===== src/hw/rtl/mmd_pkg.sv =====
// mmd_pkg: shared types, opcode patterns and helper functions for the mov byte decoder
package mmd_pkg;

	// opcode patterns and masks
	localparam logic [7:0] MaskRmReg = 8'b1111_1100;
	localparam logic [7:0] OpRmReg   = 8'b1000_1000;
	localparam logic [7:0] MaskIReg  = 8'b1111_0000;
	localparam logic [7:0] OpIReg    = 8'b1011_0000;
	localparam logic [7:0] MaskPair  = 8'b1111_1110;
	localparam logic [7:0] OpIRm     = 8'b1100_0110;
	localparam logic [7:0] OpMemAcc  = 8'b1010_0000;
	localparam logic [7:0] OpAccMem  = 8'b1010_0010;

	// mod field codes and the rm code that selects a direct address
	localparam logic [1:0] ModMem    = 2'd0;
	localparam logic [1:0] ModDisp8  = 2'd1;
	localparam logic [1:0] ModReg    = 2'd3;
	localparam logic [2:0] RmDirect  = 3'd6;

	typedef enum logic [2:0] {
		FORM_RM_REG  = 3'd0,
		FORM_IMM_RM  = 3'd1,
		FORM_IMM_REG = 3'd2,
		FORM_MEM_ACC = 3'd3,
		FORM_ACC_MEM = 3'd4,
		FORM_BAD     = 3'd5
	} mmd_form_t;

	typedef enum logic [2:0] {
		PH_OPCODE  = 3'd0,
		PH_MODRM   = 3'd1,
		PH_DISP_LO = 3'd2,
		PH_DISP_HI = 3'd3,
		PH_ADDR_LO = 3'd4,
		PH_ADDR_HI = 3'd5,
		PH_IMM_LO  = 3'd6,
		PH_IMM_HI  = 3'd7
	} mmd_phase_t;

	// decoded instruction record
	typedef struct packed {
		mmd_form_t          form;
		logic               wide;
		logic               to_reg;
		logic [1:0]         mode;
		logic [2:0]         reg_code;
		logic [2:0]         rm_code;
		logic               direct;
		logic signed [15:0] displacement;
		logic [15:0]        address;
		logic [15:0]        immediate;
		logic [2:0]         length;
		logic [7:0]         first_byte;
	} mmd_rec_t;

	// decoder status seen by the top level
	typedef struct packed {
		logic       emit;
		mmd_phase_t phase;
	} mmd_stat_t;

	function automatic mmd_form_t classify(input logic [7:0] op);
		mmd_form_t f;
		if ((op & MaskRmReg) == OpRmReg)     f = FORM_RM_REG;
		else if ((op & MaskPair) == OpIRm)    f = FORM_IMM_RM;
		else if ((op & MaskIReg) == OpIReg)   f = FORM_IMM_REG;
		else if ((op & MaskPair) == OpMemAcc) f = FORM_MEM_ACC;
		else if ((op & MaskPair) == OpAccMem) f = FORM_ACC_MEM;
		else                                  f = FORM_BAD;
		return f;
	endfunction

	function automatic logic op_wide(input logic [7:0] op);
		logic w;
		unique case (classify(op))
			FORM_IMM_REG: w = op[3];
			FORM_BAD:     w = 1'b0;
			default:      w = op[0];
		endcase
		return w;
	endfunction

endpackage


===== src/hw/rtl/mmd_decode.sv =====
// mmd_decode: phase machine that gathers instruction bytes and builds the decoded record
module mmd_decode (
	input  logic              clk,
	input  logic              arst_n,
	input  logic              advance,
	input  logic [7:0]        stream_byte,
	output mmd_pkg::mmd_rec_t rec,
	output mmd_pkg::mmd_stat_t stat
);

	mmd_pkg::mmd_phase_t phase_q, phase_nxt;
	logic [7:0]  opcode_q, opcode_nxt;
	logic [7:0]  modrm_q, modrm_nxt;
	logic [15:0] disp_q, disp_nxt;
	logic [15:0] addr_q, addr_nxt;
	logic [15:0] imm_q, imm_nxt;
	logic [2:0]  count_q, count_nxt;
	logic        fin;
	logic        emit;
	mmd_pkg::mmd_form_t form_nxt;

	// next state from the current byte
	always_comb begin
		phase_nxt  = phase_q;
		opcode_nxt = opcode_q;
		modrm_nxt  = modrm_q;
		disp_nxt   = disp_q;
		addr_nxt   = addr_q;
		imm_nxt    = imm_q;
		count_nxt  = count_q + 3'd1;
		fin        = 1'b0;
		emit       = 1'b0;
		unique case (phase_q)
			mmd_pkg::PH_OPCODE: begin
				opcode_nxt = stream_byte;
				modrm_nxt  = '0;
				disp_nxt   = '0;
				addr_nxt   = '0;
				imm_nxt    = '0;
				count_nxt  = 3'd1;
				unique case (mmd_pkg::classify(stream_byte)) inside
					mmd_pkg::FORM_RM_REG, mmd_pkg::FORM_IMM_RM:  phase_nxt = mmd_pkg::PH_MODRM;
					mmd_pkg::FORM_IMM_REG:                       phase_nxt = mmd_pkg::PH_IMM_LO;
					mmd_pkg::FORM_MEM_ACC, mmd_pkg::FORM_ACC_MEM: phase_nxt = mmd_pkg::PH_ADDR_LO;
					default:                                     emit = 1'b1;
				endcase
			end
			mmd_pkg::PH_MODRM: begin
				modrm_nxt = stream_byte;
				if (stream_byte[7:6] == mmd_pkg::ModReg) begin
					fin = 1'b1;
				end else if (stream_byte[7:6] == mmd_pkg::ModMem) begin
					if (stream_byte[2:0] == mmd_pkg::RmDirect) phase_nxt = mmd_pkg::PH_ADDR_LO;
					else fin = 1'b1;
				end else begin
					phase_nxt = mmd_pkg::PH_DISP_LO;
				end
			end
			mmd_pkg::PH_DISP_LO: begin
				if (modrm_q[7:6] == mmd_pkg::ModDisp8) begin
					disp_nxt = {{8{stream_byte[7]}}, stream_byte};
					fin      = 1'b1;
				end else begin
					disp_nxt  = {8'h00, stream_byte};
					phase_nxt = mmd_pkg::PH_DISP_HI;
				end
			end
			mmd_pkg::PH_DISP_HI: begin
				disp_nxt = {stream_byte, disp_q[7:0]};
				fin      = 1'b1;
			end
			mmd_pkg::PH_ADDR_LO: begin
				addr_nxt  = {8'h00, stream_byte};
				phase_nxt = mmd_pkg::PH_ADDR_HI;
			end
			mmd_pkg::PH_ADDR_HI: begin
				addr_nxt = {stream_byte, addr_q[7:0]};
				fin      = 1'b1;
			end
			mmd_pkg::PH_IMM_LO: begin
				imm_nxt = {8'h00, stream_byte};
				if (mmd_pkg::op_wide(opcode_q)) phase_nxt = mmd_pkg::PH_IMM_HI;
				else emit = 1'b1;
			end
			mmd_pkg::PH_IMM_HI: begin
				imm_nxt = {stream_byte, imm_q[7:0]};
				emit    = 1'b1;
			end
			default: ;
		endcase
		// addressing done: immediate to rm still needs its immediate
		if (fin) begin
			if (mmd_pkg::classify(opcode_q) == mmd_pkg::FORM_IMM_RM) begin
				phase_nxt = mmd_pkg::PH_IMM_LO;
			end else begin
				emit = 1'b1;
			end
		end
		if (emit) phase_nxt = mmd_pkg::PH_OPCODE;
	end

	// record built from the updated holds
	always_comb begin
		form_nxt         = mmd_pkg::classify(opcode_nxt);
		rec              = '0;
		rec.form         = form_nxt;
		rec.wide         = mmd_pkg::op_wide(opcode_nxt);
		rec.displacement = disp_nxt;
		rec.address      = addr_nxt;
		rec.immediate    = imm_nxt;
		rec.length       = count_nxt;
		rec.first_byte   = opcode_nxt;
		unique case (form_nxt) inside
			mmd_pkg::FORM_RM_REG, mmd_pkg::FORM_IMM_RM: begin
				rec.mode    = modrm_nxt[7:6];
				rec.rm_code = modrm_nxt[2:0];
				rec.direct  = (modrm_nxt[7:6] == mmd_pkg::ModMem) &&
					(modrm_nxt[2:0] == mmd_pkg::RmDirect);
				if (form_nxt == mmd_pkg::FORM_RM_REG) begin
					rec.to_reg   = opcode_nxt[1];
					rec.reg_code = modrm_nxt[5:3];
				end
			end
			mmd_pkg::FORM_IMM_REG: begin
				rec.to_reg   = 1'b1;
				rec.mode     = mmd_pkg::ModReg;
				rec.reg_code = opcode_nxt[2:0];
			end
			mmd_pkg::FORM_MEM_ACC: rec.to_reg = 1'b1;
			default: ;
		endcase
	end

	// phase and holds
	always_ff @(posedge clk or negedge arst_n) begin
		if (!arst_n) begin
			phase_q  <= mmd_pkg::PH_OPCODE;
			opcode_q <= '0;
			modrm_q  <= '0;
			disp_q   <= '0;
			addr_q   <= '0;
			imm_q    <= '0;
			count_q  <= '0;
		end else if (advance) begin
			phase_q  <= phase_nxt;
			opcode_q <= opcode_nxt;
			modrm_q  <= modrm_nxt;
			disp_q   <= disp_nxt;
			addr_q   <= addr_nxt;
			imm_q    <= imm_nxt;
			count_q  <= count_nxt;
		end
	end

	assign stat.emit  = emit;
	assign stat.phase = phase_q;

endmodule


===== src/hw/rtl/mmd_out_reg.sv =====
// mmd_out_reg: result register that holds a decoded record until it is taken
module mmd_out_reg (
	input  logic              clk,
	input  logic              arst_n,
	input  logic              load,
	input  mmd_pkg::mmd_rec_t rec,
	input  logic              out_ready,
	output logic              out_valid,
	output logic              free,
	output mmd_pkg::mmd_rec_t rec_q
);

	logic valid_q;

	// slot can take a record when empty or being drained this cycle
	assign free      = !valid_q || out_ready;
	assign out_valid = valid_q;

	// valid flag
	always_ff @(posedge clk or negedge arst_n) begin
		if (!arst_n) begin
			valid_q <= 1'b0;
		end else if (free) begin
			valid_q <= load;
		end
	end

	// record payload
	always_ff @(posedge clk) begin
		if (free && load) begin
			rec_q <= rec;
		end
	end

endmodule


===== src/hw/rtl/x86_16_mov_byte_stream_decoder.sv =====
// x86_16_mov_byte_stream_decoder: top level of the 16-bit mov byte stream decoder
//
//  channel | handshake            | payload
//  --------+----------------------+------------------------------------------
//  input   | in_valid / in_ready  | stream_byte
//  output  | out_valid / out_ready| form wide to_reg mode reg_code rm_code
//          |                      | direct displacement address immediate
//          |                      | length first_byte
//
// one byte per cycle while the result slot is free: a request goes into the input
// register, then the phase machine folds it into the holds and, on the last byte
// of an instruction, loads the result register. reset clears the phase machine
// and both valid flags. a stalled result register holds the input register,
// and the input side keeps taking requests as long as the input register drains.
module x86_16_mov_byte_stream_decoder (
	input  logic               clk,
	input  logic               arst_n,
	input  logic               in_valid,
	output logic               in_ready,
	input  logic [7:0]         stream_byte,
	output logic               out_valid,
	input  logic               out_ready,
	output logic [2:0]         form,
	output logic               wide,
	output logic               to_reg,
	output logic [1:0]         mode,
	output logic [2:0]         reg_code,
	output logic [2:0]         rm_code,
	output logic               direct,
	output logic signed [15:0] displacement,
	output logic [15:0]        address,
	output logic [15:0]        immediate,
	output logic [2:0]         length,
	output logic [7:0]         first_byte
);

	logic              valid_s1;
	logic [7:0]        byte_s1;
	logic              advance;
	logic              free;
	mmd_pkg::mmd_rec_t rec;
	mmd_pkg::mmd_rec_t rec_q;
	mmd_pkg::mmd_stat_t stat;

	// input register moves when the result slot is free
	assign advance  = valid_s1 && free;
	assign in_ready = !valid_s1 || free;

	always_ff @(posedge clk or negedge arst_n) begin
		if (!arst_n) begin
			valid_s1 <= 1'b0;
		end else if (in_ready) begin
			valid_s1 <= in_valid;
		end
	end

	always_ff @(posedge clk) begin
		if (in_ready && in_valid) begin
			byte_s1 <= stream_byte;
		end
	end

	mmd_decode u_decode (
		.clk         (clk),
		.arst_n      (arst_n),
		.advance     (advance),
		.stream_byte (byte_s1),
		.rec         (rec),
		.stat        (stat)
	);

	mmd_out_reg u_out_reg (
		.clk       (clk),
		.arst_n    (arst_n),
		.load      (advance && stat.emit),
		.rec       (rec),
		.out_ready (out_ready),
		.out_valid (out_valid),
		.free      (free),
		.rec_q     (rec_q)
	);

	// record fields to ports
	assign form         = rec_q.form;
	assign wide         = rec_q.wide;
	assign to_reg       = rec_q.to_reg;
	assign mode         = rec_q.mode;
	assign reg_code     = rec_q.reg_code;
	assign rm_code      = rec_q.rm_code;
	assign direct       = rec_q.direct;
	assign displacement = rec_q.displacement;
	assign address      = rec_q.address;
	assign immediate    = rec_q.immediate;
	assign length       = rec_q.length;
	assign first_byte   = rec_q.first_byte;

	// a finished instruction sends the phase machine back to the opcode
	a_emit_restart: assert property (@(posedge clk) disable iff (!arst_n)
		advance && stat.emit |=> stat.phase == mmd_pkg::PH_OPCODE)
		else $error("phase not back at opcode after a record");

	// an unsupported opcode is a one-byte record
	a_bad_len: assert property (@(posedge clk) disable iff (!arst_n)
		out_valid && form == mmd_pkg::FORM_BAD |-> length == 3'd1)
		else $error("unsupported opcode record with length other than one");

	// immediate to register always reports register mode and destination
	a_ireg_fields: assert property (@(posedge clk) disable iff (!arst_n)
		out_valid && form == mmd_pkg::FORM_IMM_REG |-> mode == mmd_pkg::ModReg && to_reg)
		else $error("immediate to register record with wrong mode or direction");

	// a byte that does not finish an instruction never loads the result register
	a_no_spurious: assert property (@(posedge clk) disable iff (!arst_n)
		!out_valid && !(advance && stat.emit) |=> !out_valid)
		else $error("record appeared without a finished instruction");

endmodule


===== config.mk =====
export PLATFORM = sky130hd
export DESIGN_NAME = x86_16_mov_byte_stream_decoder
export DESIGN_NICKNAME = d
export VERILOG_FILES = /design/src/hw/rtl/mmd_pkg.sv /design/src/hw/rtl/mmd_decode.sv /design/src/hw/rtl/mmd_out_reg.sv /design/src/hw/rtl/x86_16_mov_byte_stream_decoder.sv
export SDC_FILE = /design/constraint.sdc
export NUM_CORES = 1
export LEC_CHECK = 0
export ABC_AREA = 1
export BUFFER_PORTS_ARGS = -buffer_cell sky130_fd_sc_hd__buf_2
export CORE_ASPECT_RATIO = 1.2
export CORE_UTILIZATION = 57
export CTS_CLUSTER_DIAMETER = 30
export DETAILED_ROUTE_END_ITERATION = 16
export GPL_TIMING_DRIVEN = 0
export PLACE_DENSITY_LB_ADDON = 0.15
export REMOVE_ABC_BUFFERS = 1
export SLEW_MARGIN = 20
export SYNTH_ARGS = -nofsm -noshare
export SYNTH_HDL_FRONTEND = slang
export SYNTH_HIERARCHICAL = 1
export SYNTH_SLANG_ARGS = --single-unit

===== constraint.sdc =====
create_clock -name clk -period 7.4 [get_ports clk]
set_clock_uncertainty 0.15 [all_clocks]
set_input_delay 0.37 -clock clk [delete_from_list [all_inputs] [get_ports clk]]
set_output_delay 0.37 -clock clk [all_outputs]
set_load 0.03 [all_outputs]

==> reports/qor.txt, run 1 <==
Synth-to-Final Area Change = 19.6%
Die Span Y = 120 µm
Num rows = 42
Clock tree buffer depth = 2
Routed WL = 14400 µm
Min-delay worst type = input pin to register
Vias = 5069
Gpl congestion = 0.919
WP data arrival = 3.34 ns
Crit path max fanout = 28
Setup Crit Path Kind = register to register
Worst-Margin Slew = 0.750 ns
Reg-to-reg slack, setup = 4.02 ns
Layout cells sized above 1 = 19.6%
Hold Vio Cnt, Final = 0
DR DRC count = 0
Peak VDD IR = 0.155 mV
Unique masters post-synth = 35
Clock Latency Late Sink = 0.42 ns
Core area = 11200 µm²
CTS tree = done
Number of antenna violations at the first check in global routing = 0
DRT Pass-1 Iters = 5
Reg2reg end = u_out_reg/rec_q[6]
Post-CTS Setup Bufs = 0
Clock transition at path regs = 0.06 ns
Mapped Area = 6630 µm²
# hold bufs at CTS = 10
Sum Neg Setup Slack = 0 ns
Most common cell after layout, fill and taps aside = nand2_1
Avg WL per Cell = 15.4 µm
Die ar. = 12100 µm²
DRT iter0 DRCs = 384
Tmin final = 3.38 ns
Final net count = 777
Number of I/O port buffers = 86
Via density per instance = 5.44
CP endpoint kind = register
Crit start category = register
Final period utilization = 45.7%
DPL Wire Length = 9350 µm
Post-CTS Resized = 0
Rel. slew slack = 49.9%
Leak = 3.36 nW
Dpl cell area = 7250 µm²
Largest net degree at the start of global routing = 61
Total track usage = 25.5%
Crit. Startpoint = byte_s1[6]
# diodes = 0
Req. time, crit path = 7.36 ns
Root buffer cell = clkbuf_16
Yosys warns = 6
Initial Util = 59.2%
CTS Buf Count = 17
#FFs+latches synth = 153
Htree depth = 4
GRT overflow = 0
Mean Syn Cell Area = 9.95 µm²
Max-Cap Viols = 0
Max Slew Vio Count = 0
First-pass GRT wire length = 23100 µm
Sequential element share of the synthesized area = 63.9%
Antenna-violating nets left = 0
RSZ-0062 raised after global routing = false
Status = complete, no violations
Final instance area = 7930 µm²
F_max = 296 MHz
FF-to-FF Start = byte_s1[6]
Commonest non-fill, non-tap cells in the layout = nand2_1, inv_1, buf_2
IO Pins = 87
Cells after Synth = 666
Final setup viols = 0
CP Capture Point = u_out_reg/rec_q[6]
Reg2Reg Depth = 14
Vias in the first global route = 4849
Pwr Density = 283 nW/µm²
TritonCTS Sinks = 153
Die width = 100 µm
==> kinds of logic after synthesis <==
kind of cell,count (synthesis),synth area share (%)
compound gates,133,11.9
fa+ha+maj,1,0.189
buf+inv,123,7.66
flops,153,63.9
simple gates,256,16.4
==> worst max-delay path: stages, from the launching register on <==
cell and delay (ns):
edfxtp_1 0.44, clkinv_1 0.48, nand2_1 0.24, nor2_1 0.09
nand2_1 0.12, nand3_1 0.10, nor2_1 0.11, nor2_1 0.05
nand3_1 0.18, inv_1 0.10, nor2_2 0.11, inv_1 0.09
a21oi_4 0.36, buf_8 0.23, buf_16 0.19
==> through the flow <==
stage	total power, mW	cells	util [%]	setup WS (ns)	hold slack [ns]
3_3_place_gp	1.40	884	63.7	0.164	0.312
2_1_floorplan	1.30	644	-	1.64	-0.0756
5_1_grt	2.33	931	70.8	3.85	0.172
3_5_place_dp	1.43	889	64.8	4.10	0.198
6_report	2.24	931	70.8	4.02	0.160
4_1_cts	2.26	931	70.8	4.07	0.134
==> cells in the mapped netlist <==
library cell / number / share of area (%)
o21ai_4: 3 / 0.74
nor2_8: 1 / 0.30
nor3_1: 4 / 0.30
nor3_2: 1 / 0.15
inv_2: 5 / 0.28
o21ai_2: 5 / 0.66
inv_4: 1 / 0.094
o21ai_0: 63 / 4.8
a211oi_1: 1 / 0.11
buf_1: 4 / 0.23
nand2_4: 1 / 0.17
edfxtp_1: 81 / 37
buf_12: 1 / 0.30
nand3b_1: 2 / 0.23
ha_1: 1 / 0.19
nand2_2: 5 / 0.47
buf_2: 1 / 0.075
buf_6: 2 / 0.34
nand4_1: 4 / 0.38
a21oi_1: 7 / 0.53
nor2_4: 1 / 0.17
nand2_1: 170 / 9.6
nor2_1: 37 / 2.1
clkinv_1: 3 / 0.17
nor2_2: 4 / 0.38
buf_4: 3 / 0.34
o21bai_1: 1 / 0.11
o21ai_1: 2 / 0.15
inv_1: 92 / 5.2
nand3_1: 23 / 1.7
clkbuf_1: 11 / 0.62
nand3_2: 2 / 0.30
or2_2: 1 / 0.094
o22ai_1: 51 / 4.8
dfrtp_1: 72 / 27
==> layout make-up <==
class                   instances  area [µm²]
flip-flops and latches        153        4230
clock buffers                  21         450
multi-input cells             390        1900
well taps                     154         193
inverters                     101         384
repair buffers                101         643
clock inverters                11         125
fillers                       823        3270
==> sequential cells by signal, summed over array words and instances, names as in the netlist <==
name,flops
u_out_reg/rec_q,73
u_decode/phase_q,3
u_decode/count_q,3
u_decode/addr_q,16
u_decode/modrm_q,8
byte_s1,8
u_decode/disp_q,16
u_out_reg/out_valid,1
u_decode/opcode_q,8
valid_s1,1
u_decode/imm_q,16
==> worst min-delay path by stage <==
stage                                      to                start  cells after the start  slack [ns]
after floorplan            u_decode/addr_q[0]               arst_n                      0       -0.08
after global placement    u_decode/disp_q[10]  u_decode/disp_q[10]                      2        0.31
after detailed placement   u_decode/disp_q[7]               arst_n                      1        0.20
after CTS                 u_out_reg/out_valid            out_ready                      4        0.13
after global routing      u_out_reg/out_valid            out_ready                      4        0.17
final                     u_out_reg/out_valid            out_ready                      4        0.16
==> per-layer routing <==
layer / up-vias / global-route usage, % / wire [µm]
met2: 201 / 42.0 / 7380
li1: 2404 / - / -
met1: 2434 / 31.5 / 5810
met5: - / 0 / 0
met3: 30 / 5.77 / 803
met4: 0 / 13.3 / 392
==> report_power, final <==
group          switching (mW)  internal, mW
Combinational           0.290        0.0983
Clock                   0.323         0.504
Sequential             0.0373         0.990
Note: power is estimated with default switching activity, not from simulation.
==> inputs of run 2 (changes only) <==
--- a/config.mk
+++ b/config.mk
@@ -5,10 +5,10 @@
 export SDC_FILE = /design/constraint.sdc
 export NUM_CORES = 1
 export LEC_CHECK = 0
-export ABC_AREA = 1
+export ABC_AREA = 0
 export BUFFER_PORTS_ARGS = -buffer_cell sky130_fd_sc_hd__buf_2
 export CORE_ASPECT_RATIO = 1.2
-export CORE_UTILIZATION = 57
+export CORE_UTILIZATION = 52
 export CTS_CLUSTER_DIAMETER = 30
 export DETAILED_ROUTE_END_ITERATION = 16
 export GPL_TIMING_DRIVEN = 0
==> constraint.sdc (replaced) <==
create_clock -name clk -period 3 [get_ports clk]
set_clock_uncertainty 0.15 [all_clocks]
set_input_delay 0.15 -clock clk [delete_from_list [all_inputs] [get_ports clk]]
set_output_delay 0.15 -clock clk [all_outputs]
set_load 0.03 [all_outputs]
==> run 2 against run 1 <==
  * Area after synthesis grew 3.4%
  * Combinational power grew to 9.7 times the previous value
  * Highest routed layer unchanged
  * Sequential share of layout area shrank 1.9 points
  * Sequential power grew to 3.6 times the previous value
  * Wire length grew 6.2%
  * Register-to-register slack lost 3.9 ns
  * Cell count shrank 6.8%
==> reports/qor.txt, run 2 <==
Status = complete, no violations
Area of the multi-input gates = 2360 µm² (+24%)
RSZ-0062 raised after global routing = false
Layout cells sized above 1 = 27.0% (+7.4 points)
Vias = 5023 (-0.91%)
Pwr Density = 1170 nW/µm² (+310%)
Routed WL = 15300 µm (+6.2%)
Final Util = 64.8% (-6.1 points)
FF/Latch Area = 4240 µm² (+0.21%)
Yosys warns = 6 (unchanged)
Vias in the first global route = 4728 (-2.5%)
GRT overflow = 0 (unchanged)
Switch share = 40.2% (+11 points)
DRT iter0 DRCs = 440 (+15%)
Final net count = 704 (-9.4%)
Share of the synthesized area in the top cell type = 35.5% (-1.2 points)
WP data arrival = 2.79 ns (-0.55 ns)
Gpl congestion = 0.795 (-13%)
#FFs+latches synth = 153 (unchanged)
CTS tree = done
Sum Neg Setup Slack = 0 ns (unchanged)
Via density per instance = 5.79 (+6.3%)
TritonCTS Sinks = 153 (unchanged)
Req. time, crit path = 2.95 ns (-4.41 ns)
Top_reg_cell synth = edfxtp_1
Final period utilization = 94.8% (+49 points)
Min-delay worst type = input pin to async pin
Most common cell after layout, fill and taps aside = nand2_1
Cells after Synth = 604 (-9.3%)
Die ar. = 13600 µm² (+13%)
Sw Pwr = 3.89 mW (+500%)
Largest register FFs = 73 (unchanged)
Hold_ws = 0.0328 ns (-0.127 ns)
Total track usage = 23.3% (-2.3 points)
Main area contributors after synthesis = edfxtp_1, dfrtp_1, mux2_2
EDFF count, synth = 81 (unchanged)
First-pass GRT wire length = 24000 µm (+3.9%)
Clk pwr share = 22.4% (-15 points)
# fillers = 995 (+21%)
Antenna-violating nets left = 0 (unchanged)
Synth-to-Final Area Change = 20.3%
Clock transition at path regs = 0.07 ns (about the same)
Number of I/O port buffers = 86 (unchanged)
DPL Wire Length = 8890 µm (-5.0%)
Synth area leader = edfxtp_1
Crit path setup slack, layout = 0.155 ns (-3.86 ns)
Most frequent cell after synthesis = nand2_1
Placed insts = 817 (-8.1%)
Commonest non-fill, non-tap cells in the layout = nand2_1, buf_2, edfxtp_1
P_int = 5.77 mW (+260%)
Setup Crit Path Kind = register to register
Worst slack, placed = -0.254 ns (-4.35 ns)
Peak VDD IR = 0.538 mV (+250%)
Tmin final = 2.84 ns (-0.535 ns)
F_max = 352 MHz (+19%)
Initial Util = 53.8% (-5.4 points)
Comb power frac = 39.2% (+22 points)
Worst-Margin Slew = 0.682 ns (-0.0675 ns)
DR DRC count = 0 (unchanged)
Max Slew Vio Count = 0 (unchanged)
Rel. slew slack = 54.3% (+4.4 points)
Sequential element share of the synthesized area = 61.8% (-2.1 points)
Avg WL per Cell = 17.6 µm (+14%)
Largest net degree at the start of global routing = 74 (+21%)
Largest Register = u_out_reg/rec_q
Num rows = 45 (+7.1%)
Clock Latency Late Sink = 0.42 ns (about the same)
IO Pins = 87 (unchanged)
Max-Cap Viols = 0 (unchanged)
Root buffer cell = clkbuf_16
CTS Buf Count = 17 (unchanged)
Hold Vio Cnt, Final = 0 (unchanged)
Top cells by count, synth = nand2_1, edfxtp_1, dfrtp_1
Die width = 107 µm (+6.3%)
DRT Pass-1 Iters = 6 (+1)
Mapped Area = 6850 µm² (+3.4%)
Mean Syn Cell Area = 11.3 µm² (+14%)
Htree depth = 4 (unchanged)
Crit path max fanout = 18 (-36%)
# diodes = 0 (unchanged)
Clock tree buffer depth = 2 (unchanged)
Unique masters post-synth = 60 (+71%)
Reg power frac = 38.4% (-7.4 points)
Final setup viols = 0 (unchanged)
Crit start category = register
Number of antenna violations at the first check in global routing = 0 (unchanged)
Core area = 12700 µm² (+14%)
Die Span Y = 128 µm (+6.3%)
Fin cells = 868 (-6.8%)
Leak = 3.36 nW (about the same)
Asr flop ratio synth = 47.1% (unchanged)
CP endpoint kind = register
run 2: cell count changes after synthesis, moves of 5 or more:
| cell | change |
|---|---|
| a21oi_1 | +25 |
| a22o_1 | +16 |
| and3_1 | +5 |
| clkbuf_1 | +20 |
| inv_1 | -59 |
| mux2_2 | +35 |
| nand2_1 | -81 |
| nand2_2 | -5 |
| nand3_1 | -11 |
| nor2_1 | -5 |
| o21ai_0 | -6 |
| o21ai_2 | -5 |
| o22ai_1 | -31 |
run 2: critical path: stages, from the launching register on:
cell	delay (ns)
edfxtp_1	0.68
or2_4	0.36
o211ai_1	0.21
nand2_1	0.12
o211ai_1	0.29
and3_2	0.34
and2_4	0.36
run 2: metal layers:
layer / up-vias / wire [µm] / track usage, %
li1: 2335 / - / -
met1: 2443 / 6440 / 30.3
met2: 211 / 7500 / 37.4
met3: 34 / 1010 / 5.49
met4: 0 / 335 / 9.83
met5: - / 0 / 0
run 2: power groups by stage:
stage / Combinational, mW / Sequential (mW) / Clock, mW
2_1_floorplan: 1.81 / 4.41 / 0
3_3_place_gp: 3.28 / 3.83 / 0
3_5_place_dp: 3.60 / 3.74 / 0
4_1_cts: 3.73 / 3.71 / 2.20
5_1_grt: 4.11 / 3.80 / 2.27
6_report: 3.78 / 3.71 / 2.16
run 2: per-stage QoR:
step           cell area, µm²  total power, mW
3_3_place_gp             7300             7.10
4_1_cts                  8200             9.63
2_1_floorplan            6670             6.23
3_5_place_dp             7440             7.34
5_1_grt                  8240             10.2
6_report                 8240             9.66
run 2: timing repair:
| item | in CTS | in global routing |
|---|---|---|
| hold buffers | 11 | 0 |
| gates resized for setup | 4 | 6 |
| pin swaps | 1 | 2 |
| endpoints found under the hold margin | 90 | 0 |
| buffers inserted | 4 | 0 |
| cloned | 1 | 3 |
| setup endpoints to repair | 77 | 81 |
run 2: worst paths after layout:
check	startpoint	end	slack [ns]	cells past startpoint
min in group clk	stream_byte[4]	byte_s1[4]	0.28	2
worst min-delay path	arst_n	u_decode/count_q[2]	0.03	2
worst max-delay path	byte_s1[6]	u_out_reg/rec_q[38]	0.16	6
worst max register to register	byte_s1[6]	u_out_reg/rec_q[38]	0.16	6
worst min register to register	u_decode/addr_q[0]	u_decode/addr_q[0]	0.36	1
max in group asynchronous	arst_n	u_decode/disp_q[11]	2.10	3
run 2: layout make-up:
type	instances	area share [%]
clock buffer	18	5.33
clock inverter	14	1.99
inverter	34	1.55
multi-input combinational	379	28.6
sequential	153	51.5
tap	164	2.49
timing repair buffer	106	8.53
run 2: kinds of logic (layout without fill, tap and decap cells):
group                    Yosys count  after routing  synth area share [%]
flip-flops                       153            153                  61.8
multiplexers                      41             41                  6.74
AO/OA/AOI/OAI                    153            153                  13.7
adder cells (fa/ha/maj)            1              1                 0.183
XOR/XNOR                           2              2                 0.256
buffers and inverters             76            172                  4.55
AND/OR/NAND/NOR                  178            182                  12.8
==> inputs of run 3 (changes only) <==
--- a/config.mk
+++ b/config.mk
@@ -17,5 +17,4 @@
 export SLEW_MARGIN = 20
 export SYNTH_ARGS = -nofsm -noshare
 export SYNTH_HDL_FRONTEND = slang
-export SYNTH_HIERARCHICAL = 1
 export SYNTH_SLANG_ARGS = --single-unit
==> run 3 against run 2 <==
  * Fmax is 0.50% higher
  * Count of clock-buffer cells in the layout is 4 higher
  * Sequential power is 2% higher
  * Cell count is 0.23% lower
  * Power is 0.63% lower
  * Sequential share of layout area is 0.31 points higher
  * Register-to-register slack hardly changed
  * Flip-flop and latch count stayed put
==> reports/qor.txt, run 3 <==
Status = complete, no violations
Vias in the first global route = 4686 (-0.89%)
Largest net degree at the start of global routing = 76 (+2.7%)
Unique masters post-synth = 58 (-3.3%)
Max Slew Vio Count = 0 (unchanged)
Crit. Startpoint = u_decode.phase_q[0]
Top cells by count, synth = nand2_1, edfxtp_1, dfrtp_1
CP endpoint kind = register
FF/Latch Area = 4240 µm² (-0.12%)
Synth-to-Final Area Change = 20.6%
Mapped Area = 6780 µm² (-1.0%)
CTS tree = done
Top_reg_cell synth = edfxtp_1
Htree depth = 4 (unchanged)
Total track usage = 22.9% (-0.38 points)
Sum Neg Setup Slack = 0 ns (unchanged)
Num rows = 45 (unchanged)
Clock Latency Late Sink = 0.42 ns (about the same)
#FFs+latches synth = 153 (unchanged)
# fillers = 974 (-2.1%)
DRT Pass-1 Iters = 5 (-1)
Main area contributors after synthesis = edfxtp_1, dfrtp_1, nand2_1
Asr flop ratio synth = 47.1% (unchanged)
Number of antenna violations at the first check in global routing = 0 (unchanged)
Most common cell after layout, fill and taps aside = nand2_1
GRT overflow = 0 (unchanged)
Commonest non-fill, non-tap cells in the layout = nand2_1, buf_2, edfxtp_1
Leak = 3.40 nW (+1.1%)
FF-to-FF Start = u_decode.phase_q[0]
Routed WL = 14800 µm (-3.0%)
Core area = 12700 µm² (-0.44%)
Via density per instance = 5.68 (-1.9%)
Vias = 4915 (-2.2%)
Pwr Density = 1170 nW/µm² (about the same)
Layout cells sized above 1 = 22.9% (-4.1 points)
Most frequent cell after synthesis = nand2_1
Synth area leader = edfxtp_1
WP data arrival = 3.05 ns (+0.26 ns)
DR DRC count = 0 (unchanged)
Die Span Y = 127 µm (-0.50%)
Final setup viols = 0 (unchanged)
Clock transition at path regs = 0.06 ns (about the same)
Rel. slew slack = 38.0% (-16 points)
Hold Vio Cnt, Final = 0 (unchanged)
Clock tree buffer depth = 2 (unchanged)
Crit start category = register
# diodes = 0 (unchanged)
Crit path max fanout = 44 (+26)
Sequential element share of the synthesized area = 62.4% (+0.64 points)
Antenna-violating nets left = 0 (unchanged)
Area of the multi-input gates = 2270 µm² (-3.6%)
First-pass GRT wire length = 23500 µm (-2.2%)
Largest register FFs = 73 (unchanged)
Worst-Margin Slew = 0.923 ns (+0.240 ns)
Avg WL per Cell = 17.1 µm (-2.8%)
F_max = 353 MHz (+0.50%)
Min-delay worst type = input pin to async pin
EDFF count, synth = 81 (unchanged)
RSZ-0062 raised after global routing = false
Max-Cap Viols = 0 (unchanged)
Final net count = 703 (-0.14%)
Mean Syn Cell Area = 11.2 µm² (-1.2%)
Req. time, crit path = 3.21 ns (+0.26 ns)
Root buffer cell = clkbuf_16
Yosys warns = 0 (-6)
Die ar. = 13500 µm² (-1.0%)
Cells after Synth = 605 (+0.17%)
Final period utilization = 94.4% (-0.47 points)
DRT iter0 DRCs = 316 (-28%)
Peak VDD IR = 0.615 mV (+14%)
IO Pins = 87 (unchanged)
Number of I/O port buffers = 86 (unchanged)
Total Power = 9.60 mW (-0.63%)
Share of the synthesized area in the top cell type = 35.9% (+0.37 points)
TritonCTS Sinks = 153 (unchanged)
Largest Register = u_out_reg.rec_q
CTS Buf Count = 17 (unchanged)
Gpl congestion = 0.841 (+5.9%)
DPL Wire Length = 9070 µm (+2.1%)
Die width = 106 µm (-0.50%)
Tmin final = 2.83 ns (-0.0141 ns)
Initial Util = 53.5% (-0.31 points)
Setup Crit Path Kind = register to register
run 3: stage by stage:
| stage | cell area, µm² | util (%) | setup slack (ns) | hold WS [ns] | std cells |
|---|---|---|---|---|---|
| floorplan | 6610 | - | -3.71 | -0.296 | 565 |
| global placement | 7250 | 57.2 | -5.77 | 0.178 | 815 |
| detailed placement | 7430 | 58.6 | -0.412 | -0.0366 | 821 |
| CTS | 8180 | 64.6 | 0.0162 | 0.0504 | 866 |
| global route | 8180 | 64.6 | 0.0183 | 0.0819 | 866 |
| finish | 8180 | 64.6 | 0.169 | 0.0488 | 866 |
run 3: final timing paths:
path                                  endpoint  slack (ns)  cells after the start
max                         u_decode.disp_q[9]        0.17                      5
min                         u_decode.addr_q[1]        0.05                      2
max reg2reg                 u_decode.disp_q[9]        0.17                      5
min reg2reg                u_decode.modrm_q[1]        0.34                      2
max in group asynchronous  u_decode.phase_q[1]        2.07                      3
min in group clk                    byte_s1[0]        0.28                      2
run 3: critical path, cell delays in order (launching register included):
cell,delay (ns)
dfrtp_2,0.89
inv_1,0.30
nor3_1,0.83
nand2_1,0.12
a21oi_1,0.27
mux2_2,0.20
run 3: layer usage:
layer / vias to the layer above / GRT usage, % / part of all wire [%]
li1: 2323 / - / -
met1: 2425 / 29.9 / 44
met2: 147 / 37.7 / 50
met3: 20 / 4.74 / 4.6
met4: 0 / 8.82 / 1.5
met5: - / 0 / 0
run 3: repair_timing:
action	CTS	global route
hold endpoints to repair	82	0
gates resized for setup	1	1
endpoints found under the setup margin	80	58
pin swaps	1	0
hold buffers	12	0
buffers inserted	2	0
run 3: final cells by class:
| class | count | share of cell area, % |
|---|---|---|
| Sequential cell | 153 | 51.8 |
| Multi-Input combinational cell | 379 | 27.8 |
| Timing Repair Buffer | 106 | 9.02 |
| Clock buffer | 22 | 5.55 |
| Tap cell | 164 | 2.51 |
| Clock inverter | 9 | 1.80 |
| Inverter | 33 | 1.51 |
run 3: cell families (layout without fill, tap and decap cells):
kind of cell	count (synthesis)	in the layout	share of synthesized area, %
AOI/OAI and AO/OA	155	155	14.3
xor gates and xnor gates	4	4	0.517
adders and majority gates	1	1	0.184
buffers and inverters	73	170	4.35
DFF	153	153	62.4
muxes	33	33	5.59
and+or+nand+nor	186	186	12.6
run 3: where the power goes:
part | internal [mW] | switching, mW | total [mW] | leakage (nW)
sequential | 3.23 | 0.554 | 3.79 | 1.73
clock | 1.40 | 0.801 | 2.21 | 0.296
combinational | 1.22 | 2.40 | 3.61 | 1.37
total | 5.85 | 3.75 | 9.60 | 3.40
